File: config.mk
export PLATFORM = sky130hd
export DESIGN_NAME = tape_transport_position_tracker
export DESIGN_NICKNAME = d
export VERILOG_FILES = /design/src/rtl/core/ttpt_pkg.sv /design/src/rtl/core/ttpt_motion.sv /design/src/rtl/core/ttpt_block_div.sv /design/src/rtl/core/tape_transport_position_tracker.sv
export SDC_FILE = /design/constraint.sdc
export NUM_CORES = 1
export LEC_CHECK = 0
export BUFFER_PORTS_ARGS = -buffer_cell sky130_fd_sc_hd__buf_2
export CAP_MARGIN = 20
export CORE_UTILIZATION = 40
export DETAILED_ROUTE_END_ITERATION = 8
export PLACE_DENSITY_LB_ADDON = 0.2
export SLEW_MARGIN = 5
export SYNTH_ARGS = -nofsm -noshare
export SYNTH_HDL_FRONTEND = slang
export SYNTH_SLANG_ARGS = --single-unit
File: constraint.sdc
create_clock -name clk -period 12.7 [get_ports clk]
set_input_delay 0.635 -clock clk [delete_from_list [all_inputs] [get_ports clk]]
set_output_delay 0.635 -clock clk [all_outputs]
set_load 0.03 [all_outputs]
File: src/rtl/core/ttpt_pkg.sv
// ----------------------------------------------------------------------------
// ttpt_pkg
// Shared constants and types of the tape transport position tracker.
// ----------------------------------------------------------------------------
package ttpt_pkg;

    // Default geometry of the tape
    localparam int GAP_LEN_DEF        = 310;
    localparam int DATA_BLOCK_LEN_DEF = 1668;
    localparam int POSITION_BITS_DEF  = 20;

    // Field widths
    localparam int SPEED_W     = 8;
    localparam int MAXPOS_W    = 20;
    localparam int CFG_DATA_W  = 20;
    localparam int CFG_INDEX_W = 2;
    localparam int TRACK_W     = 2;
    localparam int BLOCK_W     = 10;

    // Register reset values
    localparam logic [SPEED_W-1:0]  SLOW_SPEED_RST   = 8'd15;
    localparam logic [SPEED_W-1:0]  FAST_SPEED_RST   = 8'd45;
    localparam logic [MAXPOS_W-1:0] MAX_POSITION_RST = 20'd740000;

    // Register indexes on the configuration port
    localparam logic [CFG_INDEX_W-1:0] REG_SLOW_SPEED   = 2'd0;
    localparam logic [CFG_INDEX_W-1:0] REG_FAST_SPEED   = 2'd1;
    localparam logic [CFG_INDEX_W-1:0] REG_MAX_POSITION = 2'd2;

    // Per-beat control flags handed from the motion stage to the block divider
    typedef struct packed {
        logic init;
        logic moving;
        logic at_begin;
        logic at_end;
        logic dma_busy;
        logic slow_fwd;
        logic cancel;
        logic load;
    } ctl_t;

endpackage

File: src/rtl/core/ttpt_motion.sv
// ----------------------------------------------------------------------------
// ttpt_motion
// Configuration registers, motion mode decode, position update with clamping
// and track latching. Registers the tick result for the block divider.
// ----------------------------------------------------------------------------
module ttpt_motion #(
    parameter int POSITION_BITS = ttpt_pkg::POSITION_BITS_DEF
) (
    input  logic                               clk,
    input  logic                               rst_n,
    input  logic                               cfg_write,
    input  logic [ttpt_pkg::CFG_INDEX_W-1:0]   cfg_index,
    input  logic [ttpt_pkg::CFG_DATA_W-1:0]    cfg_data,
    input  logic                               in_valid,
    output logic                               in_ready,
    input  logic                               init_request,
    input  logic                               slow_forward,
    input  logic                               fast_forward,
    input  logic                               slow_reverse,
    input  logic                               fast_reverse,
    input  logic [ttpt_pkg::TRACK_W-1:0]       read_track_request,
    input  logic [ttpt_pkg::TRACK_W-1:0]       write_track_request,
    input  logic                               dma_busy,
    input  logic                               down_ready,
    output logic                               s1_valid,
    output ttpt_pkg::ctl_t                     s1_ctl,
    output logic [POSITION_BITS-1:0]           s1_pos,
    output logic [ttpt_pkg::TRACK_W-1:0]       s1_read_track,
    output logic [ttpt_pkg::TRACK_W-1:0]       s1_write_track
);
    import ttpt_pkg::*;

    localparam int WIDE_W = POSITION_BITS + 2;
    localparam logic [POSITION_BITS-1:0] POS_MASK = '1;

    // Motion mode codes
    localparam logic [2:0] MODE_IDLE = 3'd0;
    localparam logic [2:0] MODE_SF   = 3'd1;
    localparam logic [2:0] MODE_FF   = 3'd2;
    localparam logic [2:0] MODE_SR   = 3'd3;
    localparam logic [2:0] MODE_FR   = 3'd4;

    logic [SPEED_W-1:0]       slow_speed_reg;
    logic [SPEED_W-1:0]       fast_speed_reg;
    logic [MAXPOS_W-1:0]      max_position_reg;
    logic [POSITION_BITS-1:0] pos_reg;
    logic [2:0]               mode_reg;
    logic [TRACK_W-1:0]       read_track_reg;
    logic [TRACK_W-1:0]       write_track_reg;

    logic                     s1_valid_reg;
    ctl_t                     s1_ctl_reg;
    logic [POSITION_BITS-1:0] s1_pos_reg;
    logic [TRACK_W-1:0]       s1_read_track_reg;
    logic [TRACK_W-1:0]       s1_write_track_reg;

    logic [2:0]               mode_next;
    logic [POSITION_BITS-1:0] limit;
    logic signed [WIDE_W-1:0] pos_ext;
    logic signed [WIDE_W-1:0] slow_ext;
    logic signed [WIDE_W-1:0] fast_ext;
    logic signed [WIDE_W-1:0] pos_wide;
    logic signed [WIDE_W-1:0] pos_floor;
    logic                     begin_hit;
    logic                     end_hit;
    logic [POSITION_BITS-1:0] pos_next;
    logic [TRACK_W-1:0]       read_track_next;
    logic [TRACK_W-1:0]       write_track_next;
    logic                     accept;
    ctl_t                     ctl_next;

    assign in_ready = !s1_valid_reg || down_ready;
    assign accept   = in_valid && in_ready;

    // Configuration registers
    always_ff @(posedge clk or negedge rst_n)
    begin
        if (!rst_n)
        begin
            slow_speed_reg   <= SLOW_SPEED_RST;
            fast_speed_reg   <= FAST_SPEED_RST;
            max_position_reg <= MAX_POSITION_RST;
        end
        else if (cfg_write)
        begin
            unique case (cfg_index)
                REG_SLOW_SPEED:   slow_speed_reg   <= cfg_data[SPEED_W-1:0];
                REG_FAST_SPEED:   fast_speed_reg   <= cfg_data[SPEED_W-1:0];
                REG_MAX_POSITION: max_position_reg <= cfg_data[MAXPOS_W-1:0];
                default:          ;
            endcase
        end
    end

    // Limit never exceeds the position range
    always_comb
    begin
        if (32'(max_position_reg) > 32'(POS_MASK))
            limit = POS_MASK;
        else
            limit = POSITION_BITS'(max_position_reg);
    end

    // Command priority: slow forward, fast forward, slow reverse, fast reverse
    always_comb
    begin
        priority if (slow_forward) mode_next = MODE_SF;
        else if (fast_forward)     mode_next = MODE_FF;
        else if (slow_reverse)     mode_next = MODE_SR;
        else if (fast_reverse)     mode_next = MODE_FR;
        else                       mode_next = MODE_IDLE;
    end

    // Position step, only when the mode is unchanged, then clamp both ends
    always_comb
    begin
        pos_ext  = signed'({2'b00, pos_reg});
        slow_ext = signed'({{(WIDE_W-SPEED_W){1'b0}}, slow_speed_reg});
        fast_ext = signed'({{(WIDE_W-SPEED_W){1'b0}}, fast_speed_reg});
        pos_wide = pos_ext;
        if (mode_next == mode_reg)
        begin
            unique case (mode_next)
                MODE_SF: pos_wide = pos_ext + slow_ext;
                MODE_FF: pos_wide = pos_ext + fast_ext;
                MODE_SR: pos_wide = pos_ext - slow_ext;
                MODE_FR: pos_wide = pos_ext - fast_ext;
                default: pos_wide = pos_ext;
            endcase
        end
        begin_hit = (pos_wide <= 0);
        pos_floor = begin_hit ? '0 : pos_wide;
        end_hit   = (pos_floor >= signed'({2'b00, limit}));
        pos_next  = end_hit ? limit : pos_floor[POSITION_BITS-1:0];
    end

    // Tracks follow the request only while no transfer runs and no init is requested
    assign read_track_next  = (init_request || dma_busy) ? read_track_reg
                                                         : read_track_request;
    assign write_track_next = (init_request || dma_busy) ? write_track_reg
                                                         : write_track_request;

    always_comb
    begin
        ctl_next.init     = init_request;
        ctl_next.moving   = (mode_next != MODE_IDLE);
        ctl_next.at_begin = begin_hit;
        ctl_next.at_end   = end_hit;
        ctl_next.dma_busy = dma_busy;
        ctl_next.slow_fwd = !init_request && (mode_next == MODE_SF);
        ctl_next.cancel   = init_request || (mode_next != MODE_SF);
        ctl_next.load     = init_request || (mode_next == MODE_SF)
                            || (mode_next == MODE_IDLE);
    end

    // Tracker state; init clears position and keeps mode and tracks
    always_ff @(posedge clk or negedge rst_n)
    begin
        if (!rst_n)
        begin
            pos_reg         <= '0;
            mode_reg        <= MODE_IDLE;
            read_track_reg  <= '0;
            write_track_reg <= '0;
        end
        else if (accept)
        begin
            read_track_reg  <= read_track_next;
            write_track_reg <= write_track_next;
            if (init_request)
            begin
                pos_reg <= '0;
            end
            else
            begin
                pos_reg  <= pos_next;
                mode_reg <= mode_next;
            end
        end
    end

    // Stage register towards the divider
    always_ff @(posedge clk or negedge rst_n)
    begin
        if (!rst_n)
            s1_valid_reg <= 1'b0;
        else if (in_ready)
            s1_valid_reg <= in_valid;
    end

    always_ff @(posedge clk)
    begin
        if (accept)
        begin
            s1_ctl_reg         <= ctl_next;
            s1_pos_reg         <= init_request ? '0 : pos_next;
            s1_read_track_reg  <= read_track_next;
            s1_write_track_reg <= write_track_next;
        end
    end

    assign s1_valid       = s1_valid_reg;
    assign s1_ctl         = s1_ctl_reg;
    assign s1_pos         = s1_pos_reg;
    assign s1_read_track  = s1_read_track_reg;
    assign s1_write_track = s1_write_track_reg;

endmodule

File: src/rtl/core/ttpt_block_div.sv
// ----------------------------------------------------------------------------
// ttpt_block_div
// Splits the position into block number and offset by a reciprocal multiply
// with one correction step, forms the request flags and holds the result.
// ----------------------------------------------------------------------------
module ttpt_block_div #(
    parameter int POSITION_BITS  = ttpt_pkg::POSITION_BITS_DEF,
    parameter int GAP_LEN        = ttpt_pkg::GAP_LEN_DEF,
    parameter int DATA_BLOCK_LEN = ttpt_pkg::DATA_BLOCK_LEN_DEF
) (
    input  logic                           clk,
    input  logic                           rst_n,
    input  logic                           s1_valid,
    output logic                           up_ready,
    input  ttpt_pkg::ctl_t                 s1_ctl,
    input  logic [POSITION_BITS-1:0]       s1_pos,
    input  logic [ttpt_pkg::TRACK_W-1:0]   s1_read_track,
    input  logic [ttpt_pkg::TRACK_W-1:0]   s1_write_track,
    output logic                           out_valid,
    input  logic                           out_ready,
    output logic                           moving,
    output logic                           at_begin,
    output logic                           at_end,
    output logic                           data_detect,
    output logic                           send_request,
    output logic                           cancel_request,
    output logic                           load_request,
    output logic [ttpt_pkg::BLOCK_W-1:0]   block_index,
    output logic [ttpt_pkg::TRACK_W-1:0]   read_track_now,
    output logic [ttpt_pkg::TRACK_W-1:0]   write_track_now,
    output logic [POSITION_BITS-1:0]       position_now
);
    import ttpt_pkg::*;

    localparam int PERIOD   = GAP_LEN + DATA_BLOCK_LEN;
    localparam int PERIOD_W = $clog2(PERIOD + 1);
    localparam int PROD_W   = 2 * POSITION_BITS;
    localparam int QD_W     = POSITION_BITS + PERIOD_W;
    // floor(2^P / period): estimate is exact or one low
    localparam logic [POSITION_BITS-1:0] RECIP    = POSITION_BITS'((2 ** POSITION_BITS) / PERIOD);
    localparam logic [PERIOD_W-1:0]      PERIOD_C = PERIOD_W'(PERIOD);

    typedef struct packed {
        logic moving;
        logic at_begin;
        logic at_end;
        logic data_detect;
    } status_t;

    // Stage 2: reciprocal product
    logic                     v2_reg;
    ctl_t                     ctl2_reg;
    logic [POSITION_BITS-1:0] pos2_reg;
    logic [TRACK_W-1:0]       rd2_reg;
    logic [TRACK_W-1:0]       wr2_reg;
    logic [PROD_W-1:0]        prod2_reg;
    // Stage 3: estimate times period
    logic                     v3_reg;
    ctl_t                     ctl3_reg;
    logic [POSITION_BITS-1:0] pos3_reg;
    logic [TRACK_W-1:0]       rd3_reg;
    logic [TRACK_W-1:0]       wr3_reg;
    logic [POSITION_BITS-1:0] q3_reg;
    logic [QD_W-1:0]          qd3_reg;
    // Result register
    logic                     vo_reg;
    status_t                  flags_reg;
    logic                     send_reg;
    logic                     cancel_reg;
    logic                     load_reg;
    logic [BLOCK_W-1:0]       block_reg;
    logic [TRACK_W-1:0]       rd_o_reg;
    logic [TRACK_W-1:0]       wr_o_reg;
    logic [POSITION_BITS-1:0] pos_o_reg;
    // Flags of the last non-init tick
    status_t                  status_reg;

    logic                     en_o;
    logic                     en3;
    logic                     en2;
    logic [POSITION_BITS-1:0] q_est;
    logic [POSITION_BITS-1:0] offs_raw;
    logic                     fix;
    logic [POSITION_BITS-1:0] q_fin;
    logic [POSITION_BITS-1:0] offs_fin;
    logic                     past_gap;
    status_t                  flags_next;
    logic                     send_next;
    logic                     cancel_next;
    logic                     load_next;
    logic [BLOCK_W-1:0]       block_next;

    // Stage enables: a stage moves when it is empty or its successor moves
    assign en_o     = !vo_reg || out_ready;
    assign en3      = !v3_reg || en_o;
    assign en2      = !v2_reg || en3;
    assign up_ready = en2;

    always_ff @(posedge clk or negedge rst_n)
    begin
        if (!rst_n)
        begin
            v2_reg <= 1'b0;
            v3_reg <= 1'b0;
            vo_reg <= 1'b0;
        end
        else
        begin
            if (en2)
                v2_reg <= s1_valid;
            if (en3)
                v3_reg <= v2_reg;
            if (en_o)
                vo_reg <= v3_reg;
        end
    end

    // Position times reciprocal
    always_ff @(posedge clk)
    begin
        if (en2 && s1_valid)
        begin
            ctl2_reg  <= s1_ctl;
            pos2_reg  <= s1_pos;
            rd2_reg   <= s1_read_track;
            wr2_reg   <= s1_write_track;
            prod2_reg <= PROD_W'(s1_pos) * PROD_W'(RECIP);
        end
    end

    assign q_est = prod2_reg[PROD_W-1:POSITION_BITS];

    // Quotient estimate times period
    always_ff @(posedge clk)
    begin
        if (en3 && v2_reg)
        begin
            ctl3_reg <= ctl2_reg;
            pos3_reg <= pos2_reg;
            rd3_reg  <= rd2_reg;
            wr3_reg  <= wr2_reg;
            q3_reg   <= q_est;
            qd3_reg  <= QD_W'(q_est) * QD_W'(PERIOD_C);
        end
    end

    // Remainder with one correction step, then the request flags
    always_comb
    begin
        offs_raw = pos3_reg - qd3_reg[POSITION_BITS-1:0];
        fix      = (32'(offs_raw) >= 32'(PERIOD));
        q_fin    = fix ? q3_reg + 1'b1 : q3_reg;
        offs_fin = fix ? offs_raw - POSITION_BITS'(PERIOD) : offs_raw;
        past_gap = (32'(offs_fin) > 32'(GAP_LEN));

        if (ctl3_reg.init)
        begin
            flags_next  = status_reg;
            send_next   = 1'b0;
            cancel_next = 1'b1;
            load_next   = 1'b1;
            block_next  = '0;
        end
        else
        begin
            flags_next.moving      = ctl3_reg.moving;
            flags_next.at_begin    = ctl3_reg.at_begin;
            flags_next.at_end      = ctl3_reg.at_end;
            flags_next.data_detect = past_gap || ctl3_reg.dma_busy;
            send_next   = ctl3_reg.slow_fwd && !ctl3_reg.dma_busy && past_gap;
            cancel_next = ctl3_reg.cancel;
            load_next   = ctl3_reg.load;
            block_next  = q_fin[BLOCK_W-1:0];
        end
    end

    // Held status flags, replayed on init ticks
    always_ff @(posedge clk or negedge rst_n)
    begin
        if (!rst_n)
            status_reg <= '0;
        else if (en_o && v3_reg && !ctl3_reg.init)
            status_reg <= flags_next;
    end

    // Result register
    always_ff @(posedge clk)
    begin
        if (en_o && v3_reg)
        begin
            flags_reg  <= flags_next;
            send_reg   <= send_next;
            cancel_reg <= cancel_next;
            load_reg   <= load_next;
            block_reg  <= block_next;
            rd_o_reg   <= rd3_reg;
            wr_o_reg   <= wr3_reg;
            pos_o_reg  <= pos3_reg;
        end
    end

    assign out_valid       = vo_reg;
    assign moving          = flags_reg.moving;
    assign at_begin        = flags_reg.at_begin;
    assign at_end          = flags_reg.at_end;
    assign data_detect     = flags_reg.data_detect;
    assign send_request    = send_reg;
    assign cancel_request  = cancel_reg;
    assign load_request    = load_reg;
    assign block_index     = block_reg;
    assign read_track_now  = rd_o_reg;
    assign write_track_now = wr_o_reg;
    assign position_now    = pos_o_reg;

endmodule

File: src/rtl/core/tape_transport_position_tracker.sv
// Beats pass the stage register, product and estimate stages, result register.
// Throughput: one tick per cycle unless out_ready stalls; position and mode update
// at accept; the divider (two registered multiplies, a correction) follows.
// Reset (rst_n, asynchronous, active low): position 0, mode idle, tracks 0,
// held status flags 0, registers to 15 / 45 / 740000, pipeline empty.
// ----------------------------------------------------------------------------
// tape_transport_position_tracker
// Tape position tracker: one beat per transport tick, one result per beat.
// ----------------------------------------------------------------------------
module tape_transport_position_tracker #(
    parameter int POSITION_BITS  = ttpt_pkg::POSITION_BITS_DEF,
    parameter int GAP_LEN        = ttpt_pkg::GAP_LEN_DEF,
    parameter int DATA_BLOCK_LEN = ttpt_pkg::DATA_BLOCK_LEN_DEF
) (
    input  logic                               clk,
    input  logic                               rst_n,
    input  logic                               cfg_write,
    input  logic [ttpt_pkg::CFG_INDEX_W-1:0]   cfg_index,
    input  logic [ttpt_pkg::CFG_DATA_W-1:0]    cfg_data,
    input  logic                               in_valid,
    output logic                               in_ready,
    input  logic                               init_request,
    input  logic                               slow_forward,
    input  logic                               fast_forward,
    input  logic                               slow_reverse,
    input  logic                               fast_reverse,
    input  logic [ttpt_pkg::TRACK_W-1:0]       read_track_request,
    input  logic [ttpt_pkg::TRACK_W-1:0]       write_track_request,
    input  logic                               dma_busy,
    output logic                               out_valid,
    input  logic                               out_ready,
    output logic                               moving,
    output logic                               at_begin,
    output logic                               at_end,
    output logic                               data_detect,
    output logic                               send_request,
    output logic                               cancel_request,
    output logic                               load_request,
    output logic [ttpt_pkg::BLOCK_W-1:0]       block_index,
    output logic [ttpt_pkg::TRACK_W-1:0]       read_track_now,
    output logic [ttpt_pkg::TRACK_W-1:0]       write_track_now,
    output logic [POSITION_BITS-1:0]           position_now
);
    import ttpt_pkg::*;

    logic                     div_ready;
    logic                     s1_valid;
    ctl_t                     s1_ctl;
    logic [POSITION_BITS-1:0] s1_pos;
    logic [TRACK_W-1:0]       s1_read_track;
    logic [TRACK_W-1:0]       s1_write_track;

    // Motion and position update
    ttpt_motion #(
        .POSITION_BITS (POSITION_BITS)
    ) u_motion (
        .clk                 (clk),
        .rst_n               (rst_n),
        .cfg_write           (cfg_write),
        .cfg_index           (cfg_index),
        .cfg_data            (cfg_data),
        .in_valid            (in_valid),
        .in_ready            (in_ready),
        .init_request        (init_request),
        .slow_forward        (slow_forward),
        .fast_forward        (fast_forward),
        .slow_reverse        (slow_reverse),
        .fast_reverse        (fast_reverse),
        .read_track_request  (read_track_request),
        .write_track_request (write_track_request),
        .dma_busy            (dma_busy),
        .down_ready          (div_ready),
        .s1_valid            (s1_valid),
        .s1_ctl              (s1_ctl),
        .s1_pos              (s1_pos),
        .s1_read_track       (s1_read_track),
        .s1_write_track      (s1_write_track)
    );

    // Block number, offset and request flags
    ttpt_block_div #(
        .POSITION_BITS  (POSITION_BITS),
        .GAP_LEN        (GAP_LEN),
        .DATA_BLOCK_LEN (DATA_BLOCK_LEN)
    ) u_block_div (
        .clk             (clk),
        .rst_n           (rst_n),
        .s1_valid        (s1_valid),
        .up_ready        (div_ready),
        .s1_ctl          (s1_ctl),
        .s1_pos          (s1_pos),
        .s1_read_track   (s1_read_track),
        .s1_write_track  (s1_write_track),
        .out_valid       (out_valid),
        .out_ready       (out_ready),
        .moving          (moving),
        .at_begin        (at_begin),
        .at_end          (at_end),
        .data_detect     (data_detect),
        .send_request    (send_request),
        .cancel_request  (cancel_request),
        .load_request    (load_request),
        .block_index     (block_index),
        .read_track_now  (read_track_now),
        .write_track_now (write_track_now),
        .position_now    (position_now)
    );

endmodule

## After elaboration in Yosys (flattened, before gate mapping)

Cells that the tools add are included.

| storage, ports and cells | value |
|---|---|
| bits of input ports | 37 |
| output and inout port bits | 43 |
| bits in registers | 266 |
| word-level logic and storage cells | 129 |

| operators by class | value |
|---|---|
| add/subtract/negate cells | 7 |
| bitwise logic cells | 1 |
| magnitude comparators | 4 |
| eq/ne operators | 8 |
| multiplexer cells | 14 |
| reduce and logical (&&, ||, !) cells | 31 |
| $mul | 2 |

Operators by type and width:

| cell | count |
|---|---|
| 22-bit one-hot mux with 4 select lines | 1 |
| 20-bit two-way mux | 3 |
| 22-bit two-way mux | 2 |
| 20-bit by 8-bit adder with 21-bit output | 2 |
| 20-bit by 8-bit subtractor with 21-bit output | 2 |
| 20-bit by 9-bit multiplier with 29-bit output (second input constant) | 1 |
| 22-bit by 21-bit greater-or-equal comparator with 1-bit output | 1 |
| 22-bit by 1-bit less-or-equal comparator with 1-bit output (second input constant) | 1 |
| 20-bit by 11-bit greater-or-equal comparator with 1-bit output (second input constant) | 1 |
| 20-bit by 9-bit > comparator with 1-bit output (second input constant) | 1 |
| 20-bit by 11-bit subtractor with 20-bit output (second input constant) | 1 |
| 20-bit subtractor | 1 |
| 10-bit by 10-bit multiplier with 19-bit output (second input constant) | 1 |
| 3-bit two-way mux | 4 |
| 10-bit by 1-bit adder with 10-bit output (second input constant) | 1 |
| 10-bit two-way mux | 1 |
| 1-bit logical OR | 9 |
| 1-bit logical AND | 8 |
| 2-bit AND reduction | 4 |
| 1-bit logical NOT | 7 |
| 3-bit by 2-bit equality test with 1-bit output (second input constant) | 2 |
| 2-bit two-way mux | 2 |
| 4-bit two-way mux | 1 |
| 3-bit by 1-bit equality test with 1-bit output (second input constant) | 1 |
| other kinds (9) | 9 |

## Depth between registers and ports, before layout

Gate-level depths: netlist of run 1.

| depth | value |
|---|---|
| word-level depth | 12 |
| depth in mapped cells | 30 |
| gate-level depth less buffers | 27 |

## Hierarchy

Synthesis of run 1 repeated with hierarchy kept, for this count alone.

| unflattened totals | value |
|---|---|
| cells, all modules | 1,515 |
| area, all modules | 16,520.8 sq um |

By module, submodules not included:

| module | seq. area each (sq um) | instances | cells each | area an instance (sq um) |
|---|---|---|---|---|
| ttpt_block_div | 4,439.3 | 1 | 834 | 10,084.7 |
| ttpt_motion | 2,582.5 | 1 | 681 | 6,436.2 |

## Worst setup path after synthesis of run 1

OpenSTA, ideal clock, no wires.

| path | value |
|---|---|
| path type | input -> register |
| start | input slow_forward |
| end | register u_motion.s1_pos_reg[12], in the netlist u_motion.s1_pos[12] (data pin) |
| path slack | 5.924 ns |
| setup time | 0.266 ns |
| buffers on the path | 2 |
| required time | 12.434 ns |
| data arrival time | 6.510 ns |
| stages on the path | 28 |
| path through | buf_2 -> nand2b_1 -> mux2_2 -> ha_1 -> fa_1 -> a21o_1 -> a21oi_1 -> o211ai_1 -> and2_1 -> a222oi_1 -> nor2_1 -> xnor2_1 -> nand4_1 -> or4b_4 -> o31ai_4 -> nor2_1 -> ha_1 -> a21o_1 -> a21o_1 -> a211oi_1 -> o21bai_1 -> a21oi_1 -> a211o_1 -> o311a_1 -> o31ai_4 -> clkbuf_1 -> mux2i_1 -> nor2_1 |

| on the way | value |
|---|---|
| cells in the longest elaborated chain, start to end | 9 |
| elaborated cells on any way between the ends | 13 |
| those cells by class | order compare (2); eq/ne (5); mux (6) |

RTL lines:

| item | line | text |
|---|---|---|
| from (decl) | tape_transport_position_tracker.sv:23 | `input logic slow_forward,` |
| 3-bit two-way mux * | ttpt_motion.sv:107 | `priority if (slow_forward) mode_next = MODE_SF;` |
| 3-bit equality test (tied with other cells) | ttpt_motion.sv:123 | `unique case (mode_next)` |
| 22-bit one-hot mux with 4 select lines | ttpt_motion.sv:123 |  |
| 22-bit two-way mux * | ttpt_motion.sv:121 | `if (mode_next == mode_reg)` |
| 22-bit by 1-bit less-or-equal comparator with 1-bit output * | ttpt_motion.sv:131 | `begin_hit = (pos_wide <= 0);` |
| net u_motion.begin_hit | ttpt_motion.sv:64 | `logic begin_hit;` |
| 22-bit two-way mux * | ttpt_motion.sv:132 | `pos_floor = begin_hit ? '0 : pos_wide;` |
| 22-bit by 21-bit greater-or-equal comparator with 1-bit output | ttpt_motion.sv:133 | `end_hit = (pos_floor >= signed'({2'b00, limit}));` |
| 20-bit two-way mux * | ttpt_motion.sv:134 | `pos_next = end_hit ? limit : pos_floor[POSITION_BITS-1:0];` |
| 20-bit two-way mux * | n/a |  |
| to (signal assigned) | ttpt_motion.sv:196 | `s1_pos_reg <= init_request ? '0 : pos_next;` |
| to (decl) | ttpt_motion.sv:53 | `logic [POSITION_BITS-1:0] s1_pos_reg;` |

The timed path passes the listed nets; every way through them passes the cells marked *.
A chain may end at the register's enable or synchronous reset.

## Worst setup path after layout of run 1

| path | value |
|---|---|
| start | input slow_forward |
| end | register u_motion.s1_pos_reg[13], in the netlist u_motion.s1_pos[13] (data pin) |

Same word-level chain as after synthesis.

==> results of run 1 <==
[cell usage in the layout, fill, tap and decap left out, types with 16 or more instances in the layout]
cell / count
a21o_1: 25
a21oi_1: 64
and3_1: 18
buf_2: 78
clkbuf_16: 29
dfrtp_1: 55
dfstp_2: 16
edfxtp_1: 174
fa_1: 58
ha_1: 190
inv_1: 189
mux2_2: 45
mux2i_1: 16
nand2_1: 87
nand2b_1: 17
nand3_1: 27
nand3b_1: 18
nor2_1: 106
nor3_1: 28
nor4_1: 19
o211ai_1: 16
o21a_1: 19
o21ai_0: 61
o31ai_1: 16
or3_1: 18
xnor2_1: 44
[through the flow]
| stage | instances | setup WS, ps | cell area [sq um] | util | hold slack [ps] |
|---|---|---|---|---|---|
| 2_1_floorplan | 1593 | 5924 | 17060 | - | 339.4 |
| 3_3_place_gp | 2174 | 4481 | 18020 | 0.4287 | 400.0 |
| 3_5_place_dp | 2174 | 4151 | 18020 | 0.4287 | 404.5 |
| 4_1_cts | 2229 | 4727 | 19020 | 0.4524 | 243.7 |
| 5_1_grt | 2229 | 4126 | 19020 | 0.4524 | 257.2 |
| 6_report | 2229 | 4652 | 19020 | 0.4524 | 274.1 |
[repair_timing]
action / 4_1_cts / 5_1_grt
hold buffers: 1 / 0
buffers inserted: 0 / 0
gates resized for setup: 0 / 0
endpoints found under the hold margin: 5 / 0
endpoints found under the setup margin: 0 / 0
[path summary, 6_finish.rpt]
check	start	to	slack [ps]
max	slow_forward	u_motion.s1_pos[13]	4650
min	in_valid	u_motion.s1_valid	270
max reg2reg	u_motion.fast_speed_reg[0]	u_motion.s1_pos[13]	5130
min reg2reg	u_block_div.rd2_reg[0]	u_block_div.rd3_reg[0]	410
max in group asynchronous	rst_n	u_motion.limit[15]	11180
min in group asynchronous	rst_n	u_block_div.out_valid	430
[critical path, stage by stage]
cell	delay (ps)
buf_2	170
nand2b_1	470
mux2_2	410
ha_1	210
fa_1	410
a21o_1	200
a21oi_1	300
o211ai_1	180
and2_1	220
a222oi_1	370
nor2_1	100
xnor2_1	350
nand4_1	160
or4b_4	600
o31ai_4	370
nor2_1	100
ha_1	290
a21o_1	100
a21o_1	100
a211oi_1	70
o21bai_1	150
a21oi_1	110
a211o_1	290
o311a_1	330
o31ai_4	820
buf_4	440
mux2i_1	290
nor2_1	70
[logic make-up after synthesis]
group	count (synthesis)
buffers and inverters	239
multiplexers	61
XOR/XNOR	56
flip-flops	245
adder cells (fa/ha/maj)	248
AO/OA/AOI/OAI	330
AND/OR/NAND/NOR	414
[layout make-up]
type	instances	area, sq um
multi-input cells	1109	9126
inverters	190	713.2
clock buffers	30	739.5
well taps	539	674.4
fillers	3990	23020
clock inverters	24	244.0
flip-flops and latches	245	7022
repair buffers	92	498.0
[per-layer routing]
metal  track usage  wire length [um]
met4       0.05568              1049
met2        0.2992             18230
met1        0.2507             18290
met5             0                 0
met3       0.02536              1720
==> results.md, run 1 <==
- STA classifies the critical path endpoint as a register.
- The clock passes through at most 3 buffers.
- The worst path needs roughly 8000 ps of the cycle, external delays included.
- The largest family of logic cells by synthesized area is adder cells.
- Routability-driven placement finished with a final weighted congestion of approximately 0.9.
- The proportion of synthesized chip area in sequential cells is 0.4116.
- The unique cell type count in the Yosys netlist is just over 80.
- By area the synthesized netlist is led by edfxtp_1 31%, ha_1 14%, dfrtp_1 8.1%.
- The initial antenna violation count came to 0.
- Entering global routing, the biggest net connects 67 pins.
- The number of cells on the worst reg-to-reg path is 26.
- The cell sitting at the root of the clock tree is a clkbuf_16.
- The first global-routing pass estimated around 64,000 um of wire.
- The floorplan has 75 rows.
- The synthesized instance count is 1,593.
- For this configuration, the core starts out at a cell density of 0.4058.
- The antenna diode count is 0.
- The share of synthesized registers carrying an async set or reset is 0.2898.
- The total number of nets in the final design is 1,952.
- The HPWL after detailed placement is between 30,000 and 40,000 um.
- In this run, CTS created clock tree buffers numbering 29.
- In this run the remaining antenna-violating nets after routing total 0.
- The slew of the pin with the lowest slew margin is 1012 ps.
- The share of the clock period used by the worst path is 0.6337.
- The port buffer count is 79.
- Counting every net in the synthesized netlist gives ~1,900.
- The pre-antenna-repair detailed-routing pass consisted of 5 iterations.
- Setup total negative slack on the finished layout was measured at 0 ps.
- Counting instances, the worst hold path has a depth of 2.
- The flow ran to the end, and the final reports show no timing, DRC or antenna violations.
- Of the total synthesized cell area, the portion taken by AND, OR, NAND and NOR gates is 0.1252.
- The routed layout has 12,180 vias.
- TritonCTS built the clock tree.
- The leftover overflow at the end of global routing is 0.
- During synthesis, Yosys emitted a total of 0 warnings.
- Measured along the y axis, the die boundary spans around 210 um.
- The number of global-route vias before repair is approximately 12,000.
- After detailed routing, the total wire length is between 30,000 and 40,000 um.
- The synthesized netlist occupies a cell area of between 15,000 and 20,000 sq um.
- For the worst setup path, the data required time is 12,980 ps.
- The per-cell via count in the routed design is roughly 5.5.
- The number of pins with negative max-slew slack in the final report was 0.
- The die is approximately 210 um wide.
- The core outline area is between 40,000 and 50,000 sq um.
- The share of post-route cells with drive strength above 1 is 0.1325.
- The first routing iteration left between 800 and 900 violations.
- The portion of synthesized area spent on multiplexers is 0.03909.
- Setup repair after global routing left no endpoint under its margin.
- In the final routed layout, each cell accounts on average for 17.63 um.
- For this run, the top clock speed supported by timing is approximately 120 MHz.
- The clock-pin slew of the registers on the worst-case setup and hold paths is around 60 ps.
- The top-level I/O count is 80.
- The number of max-capacitance violations reported is 0.
- The share of synthesized area in the top cell type comes to 0.3062.
- For this run, the total global-route usage over all layers was measured as 0.1828.
- The worst pin sits at a relative slew slack of 0.3253.
- CTS built an H-tree with a depth of 1.
- The kind of critical path is primary input to register.
- The number of flops mapped to enable cells by yosys is 174.
- The number of clock sinks seen by CTS is about 250.
- The full die area is around 43,000 sq um.
- Of all cell types, the one taking the most synthesized area is edfxtp_1.
- The total DRC errors in the routed layout is 0.
- At the worst endpoint, the arrival time is ~8300 ps.
- The flip-flop and latch count after synthesis is around 250.
- The largest driver fanout on the critical path is 23.
- The layout overhead on the synthesized area is 11.46%.
- The adder-cell share of the synthesized area is 0.2074.
- The post-synthesis xor/xnor area fraction is 0.02875.
- In this run the worst hold path is classified as primary input to register.
- The post-synthesis compound-gate area fraction is 0.1344.
- The predominant post-synthesis flop cell is edfxtp_1.
- The worst setup path is launched from a primary input.
- The number of endpoints failing setup at the final stage is 0.
- The clock reaches the later pin of the worst-skew pair after between 500 and 600 ps.
- The number of hold-slack violations in the final timing report came to 0.
- The largest clock skew in the final design is roughly 16 ps.
- Sorting the synthesized cells by how often they occur yields 190 x ha_1, 190 x inv_1, 174 x edfxtp_1, 106 x nor2_1, 87 x nand2_1.
- A synthesized cell averages ~11 sq um.
Power of run 1 is not shown: default switching activity piles up to over one toggle a cycle in this logic, so the estimate is an artifact.
==> run 2, diff against run 1 <==
==> constraint.sdc (replaced) <==
create_clock -name clk -period 7.55 [get_ports clk]
set_input_delay 0.3775 -clock clk [delete_from_list [all_inputs] [get_ports clk]]
set_output_delay 0.3775 -clock clk [all_outputs]
set_load 0.03 [all_outputs]
==> results.md, run 2 (synthesized netlist as in run 1, its figures left out) <==
- The floorplan row count is 75 (unchanged).
- The hold path startpoint is cfg_data[6].
- The leftover overflow at the end of global routing is 0 (unchanged).
- The total number of nets in the final design is 1,955 (+0.15%).
- The reg-to-reg setup timing slack was 580 ps (-4550 ps).
- Setup repair after global routing left no endpoint under its margin.
- The min-delay analysis places its worst path in the category primary input to register.
- The largest individual stage delay along the critical path comes from the cell a2111oi_0.
- The core outline area is 42,040 sq um (unchanged).
- The delay of the slowest critical-path stage is 630 ps (-190 ps).
- The number of DRC markers in iteration 0 is 739 (-8.0%).
- The aggregate global-route resource usage is 0.1851 (+0.002230).
- The total half-perimeter wirelength after legalization and detailed placement is 30,380 um (+0.59%).
- The endpoint arrival time on the critical path is 7460 ps (-870 ps).
- The slew of the pin with the lowest slew margin was 1075 ps (+63.03 ps).
- The normalized max-slew margin was 0.2833 (-0.04202).
- The deepest level of the CTS H-tree is 1 (unchanged).
- The number of clock sinks seen by CTS is 245 (unchanged).
- The number of endpoints failing setup at the final stage is 0 (unchanged).
- The number of iterations in the first detailed-routing pass is 5 (unchanged).
- STA classifies the critical path startpoint as a register.
- The final-layout setup total negative slack came to 0 ps (unchanged).
- The largest driver fanout on the critical path is 36 (+57%).
- The buffer cell driving the clock tree root is clkbuf_16.
- For the finished layout, the period the worst path requires is ~7000 ps.
- The top cell types in the final layout, fill and taps aside, are 190 x ha_1, 189 x inv_1, 174 x edfxtp_1, 106 x nor2_1, 87 x nand2_1.
- The final standard cell utilization of the core came to 0.4526 (about the same).
- The total DRC errors in the routed layout was 0 (unchanged).
- Leaving out fill and tap cells, the most frequent cell in the layout is ha_1.
- The worst hold path terminates at u_motion.slow_speed_reg[6].
- The antenna diode count was 0 (unchanged).
- The total number of vias was 12,330 (+1.2%).
- The clock latency on the worst-skew pair was 580 ps (about the same).
- The number of stages on the worst hold path is 3 (+1).
- The starting density of the core is 0.4058 (unchanged).
- The number of global-route vias before repair is 12,120 (+1.8%).
- The top-level I/O count is 80 (unchanged).
- The terminus of the critical flop-to-flop path is u_motion.pos_reg[0].
- The flow ran to the end, and the final reports show no timing, DRC or antenna violations.
- The initial antenna violation count came to 0 (unchanged).
- The highest clock rate is between 100 and 150 MHz.
- The data required time at the worst endpoint is 8040 ps (-4940 ps).
- The area of the multi-input gates is 9126 sq um (unchanged).
- The full die area is 43,480 sq um (unchanged).
- The floorplan die width was 208.5 um (unchanged).
- The number of pins with negative max-slew slack in the final report is 0 (unchanged).
- The layout overhead on the synthesized area was 11.52% (about the same).
- The setup slack after placement is 304.6 ps (-3846 ps).
- The aggregate routed wire length is 39,810 um (+1.3%).
- TritonCTS built the clock tree.
- The pin count of the biggest net entering global routing is 72 (+7.5%).
- The quantity of gates resized following cts came to 0 (unchanged).
- The clock-pin slew of the registers on the worst-case setup and hold paths was 60 ps (about the same).
- The per-cell via count in the routed design came to 5.525 (+1.1%).
- The count of buffers added by post-CTS timing repair for setup came to 0 (unchanged).
- The post-layout worst setup margin is 583.7 ps (-4068 ps).
- The maximum count of clock buffers along a single path is 3 (unchanged).
- The global-route wire length before repair came to 64,520 um (+1.5%).
- The critical path in this run is classified as register to register.
- The final RePlAce weighted congestion came to 0.8927 (-1.3%).
- The number of filler instances in the final layout was 3,940 (-1.3%).
- The reg-to-reg critical path startpoint is u_motion.pos_reg[0].
- The number of cells on the worst reg-to-reg path is 27 (+3.8%).
- The die span in y came to 208.5 um (unchanged).
- STA classifies the critical path endpoint as a register.
- The share of post-route cells with drive strength above 1 was 0.1294 (-0.003112).
- The share of the clock period used by the worst path is 0.9227.
- The post-cts hold buffer count is 3 (+2).
- The CTS buffer count came to 29 (unchanged).
- The detailed-route wire length per cell is 17.84 um (+1.2%).
- The number of nets still failing antenna checks after routing was 0 (unchanged).
- The number of hold-slack violations in the final timing report is 0 (unchanged).
- The number of max-capacitance violations reported was 0 (unchanged).
- The largest clock skew in the final design was 19.72 ps (+4.014 ps).
- The port buffer count is 79 (unchanged).
- The sequential cell area in the final layout is 7022 sq um (unchanged).
[run 2: changes by cell type in the layout (fill, tap and decap cells not counted)]
cell           delta
buf_4             +1
clkinvlp_4        -2
clkbuf_1          +7
dlygate4sd3_1     +2
clkbuf_8          -1
clkinv_1          -2
clkinv_2          -2
inv_16            +1
clkinv_4          -1
inv_6             -1
[run 2: layout make-up]
cell class / count / share of cell area
flip-flops and latches: 245 / 0.3690
clock buffers: 36 / 0.03952
inverters: 190 / 0.03748
repair buffers: 95 / 0.02762
multi-input cells: 1109 / 0.4796
clock inverters: 17 / 0.01124
well taps: 539 / 0.03544
[run 2: how the worst max path moves through the flow]
stage,slack (ps),depth (start not counted),endpoint,startpoint
global placement,450,29,u_motion.pos_reg[0],slow_forward
finish,580,27,u_motion.pos_reg[0],u_motion.pos_reg[0]
detailed placement,300,29,u_motion.pos_reg[2],slow_forward
global route,130,27,u_motion.pos_reg[0],u_motion.pos_reg[0]
CTS,650,27,u_motion.pos_reg[5],u_motion.pos_reg[0]
floorplan,1030,28,u_motion.s1_pos[12],slow_forward
[run 2: metal layers]
layer	wire length [um]	track usage	part of all wire	vias up
met4	963	0.05619	0.024	0
met3	1924	0.02747	0.048	78
met1	18310	0.2500	0.46	6022
met5	0	0	0	-
met2	18620	0.3060	0.47	271
li1	-	-	-	5955
[run 2: critical path: cells and delay by family (launching register included)]
kind | cells | cell delay (ps)
buffers and inverters | 2 | 390
xor gates and xnor gates | 1 | 170
and+or+nand+nor | 6 | 1600
adders and majority gates | 3 | 680
DFF | 1 | 440
AOI/OAI and AO/OA | 15 | 3560
[run 2: stage by stage]
step	cell area, sq um	std cells	hold WS (ps)
CTS	19030	2231	0.2136
finish	19030	2231	28.77
global route	19030	2231	12.50
global placement	18030	2175	400.5
floorplan	17060	1593	81.91
detailed placement	18030	2175	404.5
Power of run 2 is left out for the same reason.
==> run 3, diff against run 2 <==
--- a/config.mk
+++ b/config.mk
@@ -8,6 +8,7 @@
 export BUFFER_PORTS_ARGS = -buffer_cell sky130_fd_sc_hd__buf_2
 export CAP_MARGIN = 20
 export CORE_UTILIZATION = 40
+export CTS_BUF_LIST = sky130_fd_sc_hd__clkbuf_16
 export DETAILED_ROUTE_END_ITERATION = 8
 export PLACE_DENSITY_LB_ADDON = 0.2
 export SLEW_MARGIN = 5
==> results.md, run 3 (synthesized netlist as in run 1, its figures left out) <==
- The total number of vias is 12,330 (+0.065%).
- Setup repair after global routing left no endpoint under its margin.
- The share of the clock period used by the worst path is 0.9243 (+0.001614).
- The slew of the pin with the lowest slew margin is 1077 ps (+1.657 ps).
- The aggregate global-route resource usage was 0.1851 (unchanged).
- The total half-perimeter wirelength after legalization and detailed placement is 30,380 um (unchanged).
- The worst register-to-register path ends at u_motion.pos_reg[3].
- TritonCTS built the clock tree.
- The normalized max-slew margin is 0.2822 (-0.001104).
- The floorplan row count is 75 (unchanged).
- The met3 wire length is 1797 um (-6.6%).
- The pin count of the biggest net entering global routing was 72 (unchanged).
- The share of post-route cells with drive strength above 1 is 0.1294 (unchanged).
- The number of iterations in the first detailed-routing pass is 5 (unchanged).
- The number of global-route vias before repair came to 12,120 (unchanged).
- The buffer cell driving the clock tree root is clkbuf_16.
- The CTS buffer count is 29 (unchanged).
- The core outline area is 42,040 sq um (unchanged).
- The clock latency on the worst-skew pair was 570 ps (about the same).
- The highest clock rate is 143.3 MHz (-0.17%).
- The number of clock sinks seen by CTS is 245 (unchanged).
- The reg-to-reg setup timing slack came to 570 ps (about the same).
- The number of DRC markers in iteration 0 was 715 (-3.2%).
- The top-level I/O count was 80 (unchanged).
- The number of hold-slack violations in the final timing report came to 0 (unchanged).
- The nature of the critical path startpoint is a register.
- The initial antenna violation count is 0 (unchanged).
- The layout overhead on the synthesized area is 11.52% (unchanged).
- The clock-pin slew of the registers on the worst-case setup and hold paths is 60 ps (about the same).
- The number of endpoints failing setup at the final stage came to 0 (unchanged).
- The data required time at the worst endpoint is 8040 ps (about the same).
- The final RePlAce weighted congestion is 0.8927 (unchanged).
- The detailed-route wire length per cell is 17.86 um (about the same).
- The number of max-capacitance violations reported is 0 (unchanged).
- The library cell used most frequently in the layout, excluding fill and tap cells, is inv_1.
- The per-cell via count in the routed design is 5.528 (about the same).
- The path class of the tightest hold or removal check is primary input to register.
- The detailed router used layers up to and including met4.
- The total DRC errors in the routed layout came to 0 (unchanged).
- The flow ran to the end, and the final reports show no timing, DRC or antenna violations.
- The antenna diode count was 0 (unchanged).
- The endpoint arrival time on the critical path is 7470 ps (about the same).
- The full die area was 43,480 sq um (unchanged).
- The final standard cell utilization of the core is 0.4526 (unchanged).
- The met2 wire length is 18,670 um (+0.31%).
- The post-cts hold buffer count is 3 (unchanged).
- The number of cells on the worst reg-to-reg path is 27 (unchanged).
- The count of buffers added by post-CTS timing repair for setup is 0 (unchanged).
- The starting density of the core is 0.4058 (unchanged).
- The floorplan die width is 208.5 um (unchanged).
- The reg-to-reg critical path startpoint is u_motion.pos_reg[0].
- The deepest level of the CTS H-tree is 1 (unchanged).
- The number of nets still failing antenna checks after routing is 0 (unchanged).
- The final-layout setup total negative slack is 0 ps (unchanged).
- The port buffer count is 79 (unchanged).
- The worst setup path startpoint is u_motion.pos_reg[0].
- The element type at the critical path end is a register.
- The post-layout minimum cycle time is 6978 ps (+12.19 ps).
- The worst setup path is of the register to register kind.
- The die span in y is 208.5 um (unchanged).
- The total number of nets in the final design came to 1,955 (unchanged).
- The largest driver fanout on the critical path is 36 (unchanged).
- The global-route wire length before repair is 64,520 um (unchanged).
- The top cell types in the final layout, fill and taps aside, are 196 x inv_1, 190 x ha_1, 174 x edfxtp_1, 106 x nor2_1, 87 x nand2_1.
- The quantity of gates resized following cts came to 0 (unchanged).
- The number of pins with negative max-slew slack in the final report is 0 (unchanged).
- The leftover overflow at the end of global routing was 0 (unchanged).
- The timing endpoint of the critical path is u_motion.pos_reg[3].
- The aggregate routed wire length is 39,850 um (about the same).
- The maximum count of clock buffers along a single path was 3 (unchanged).
- The met1 routed wirelength after detailed routing was 18,440 um (+0.72%).
- The largest clock skew in the final design is 17.97 ps (-1.753 ps).
-- run 3: critical path, cell delays in order (launching register included) --
cell	delay (ps)
dfrtp_1	440
inv_1	120
ha_1	210
fa_1	250
nor2b_1	70
o21a_1	210
o21ai_0	330
a211o_1	390
a31oi_1	120
a2111oi_0	620
nand2_1	140
xnor2_1	170
or4_1	590
o31ai_4	450
or2_1	170
ha_1	220
nand2b_1	140
a21o_1	170
a21o_1	170
a211oi_1	230
o21bai_1	110
a21oi_1	220
a211o_1	160
o311a_1	200
o31ai_4	70
buf_4	270
or4_1	500
o211ai_1	100
-- run 3: worst min path at each step --
stage                                        start                             to  slack, ps  depth (start not counted)
after floorplan                              rst_n          u_block_div.out_valid         80                          0
final                                  cfg_data[6]     u_motion.slow_speed_reg[6]         30                          3
after global placement      u_block_div.rd3_reg[1]  u_block_div.read_track_now[1]        400                          0
after global routing                   cfg_data[9]              u_motion.limit[9]         10                          2
after CTS                              cfg_data[9]              u_motion.limit[9]        0.2                          2
after detailed placement  u_block_div.pos2_reg[14]       u_block_div.pos3_reg[14]        400                          0
-- run 3: cell type report --
| class | instances | area [sq um] |
|---|---|---|
| clock buffer | 29 | 725.7 |
| clock inverter | 24 | 240.2 |
| fill | 3940 | 23010 |
| inverter | 190 | 713.2 |
| multi-input combinational | 1109 | 9126 |
| sequential | 245 | 7022 |
| tap | 539 | 674.4 |
| timing repair buffer | 95 | 525.5 |
-- run 3: per-layer routing --
layer	global-route usage	vias up
met3	0.02747	72
met4	0.05619	0
met2	0.3060	277
li1	-	5956
met5	0	-
met1	0.2500	6029
-- run 3: through the flow --
stage	setup WS (ps)	std cells	hold WS, ps	area [sq um]
global route	133.4	2231	12.50	19030
detailed placement	304.6	2175	404.5	18030
CTS	649.1	2231	0.2136	19030
global placement	448.5	2175	400.5	18030
finish	571.5	2231	28.27	19030
floorplan	1032	1593	81.91	17060
Power of run 3 is left out for the same reason.
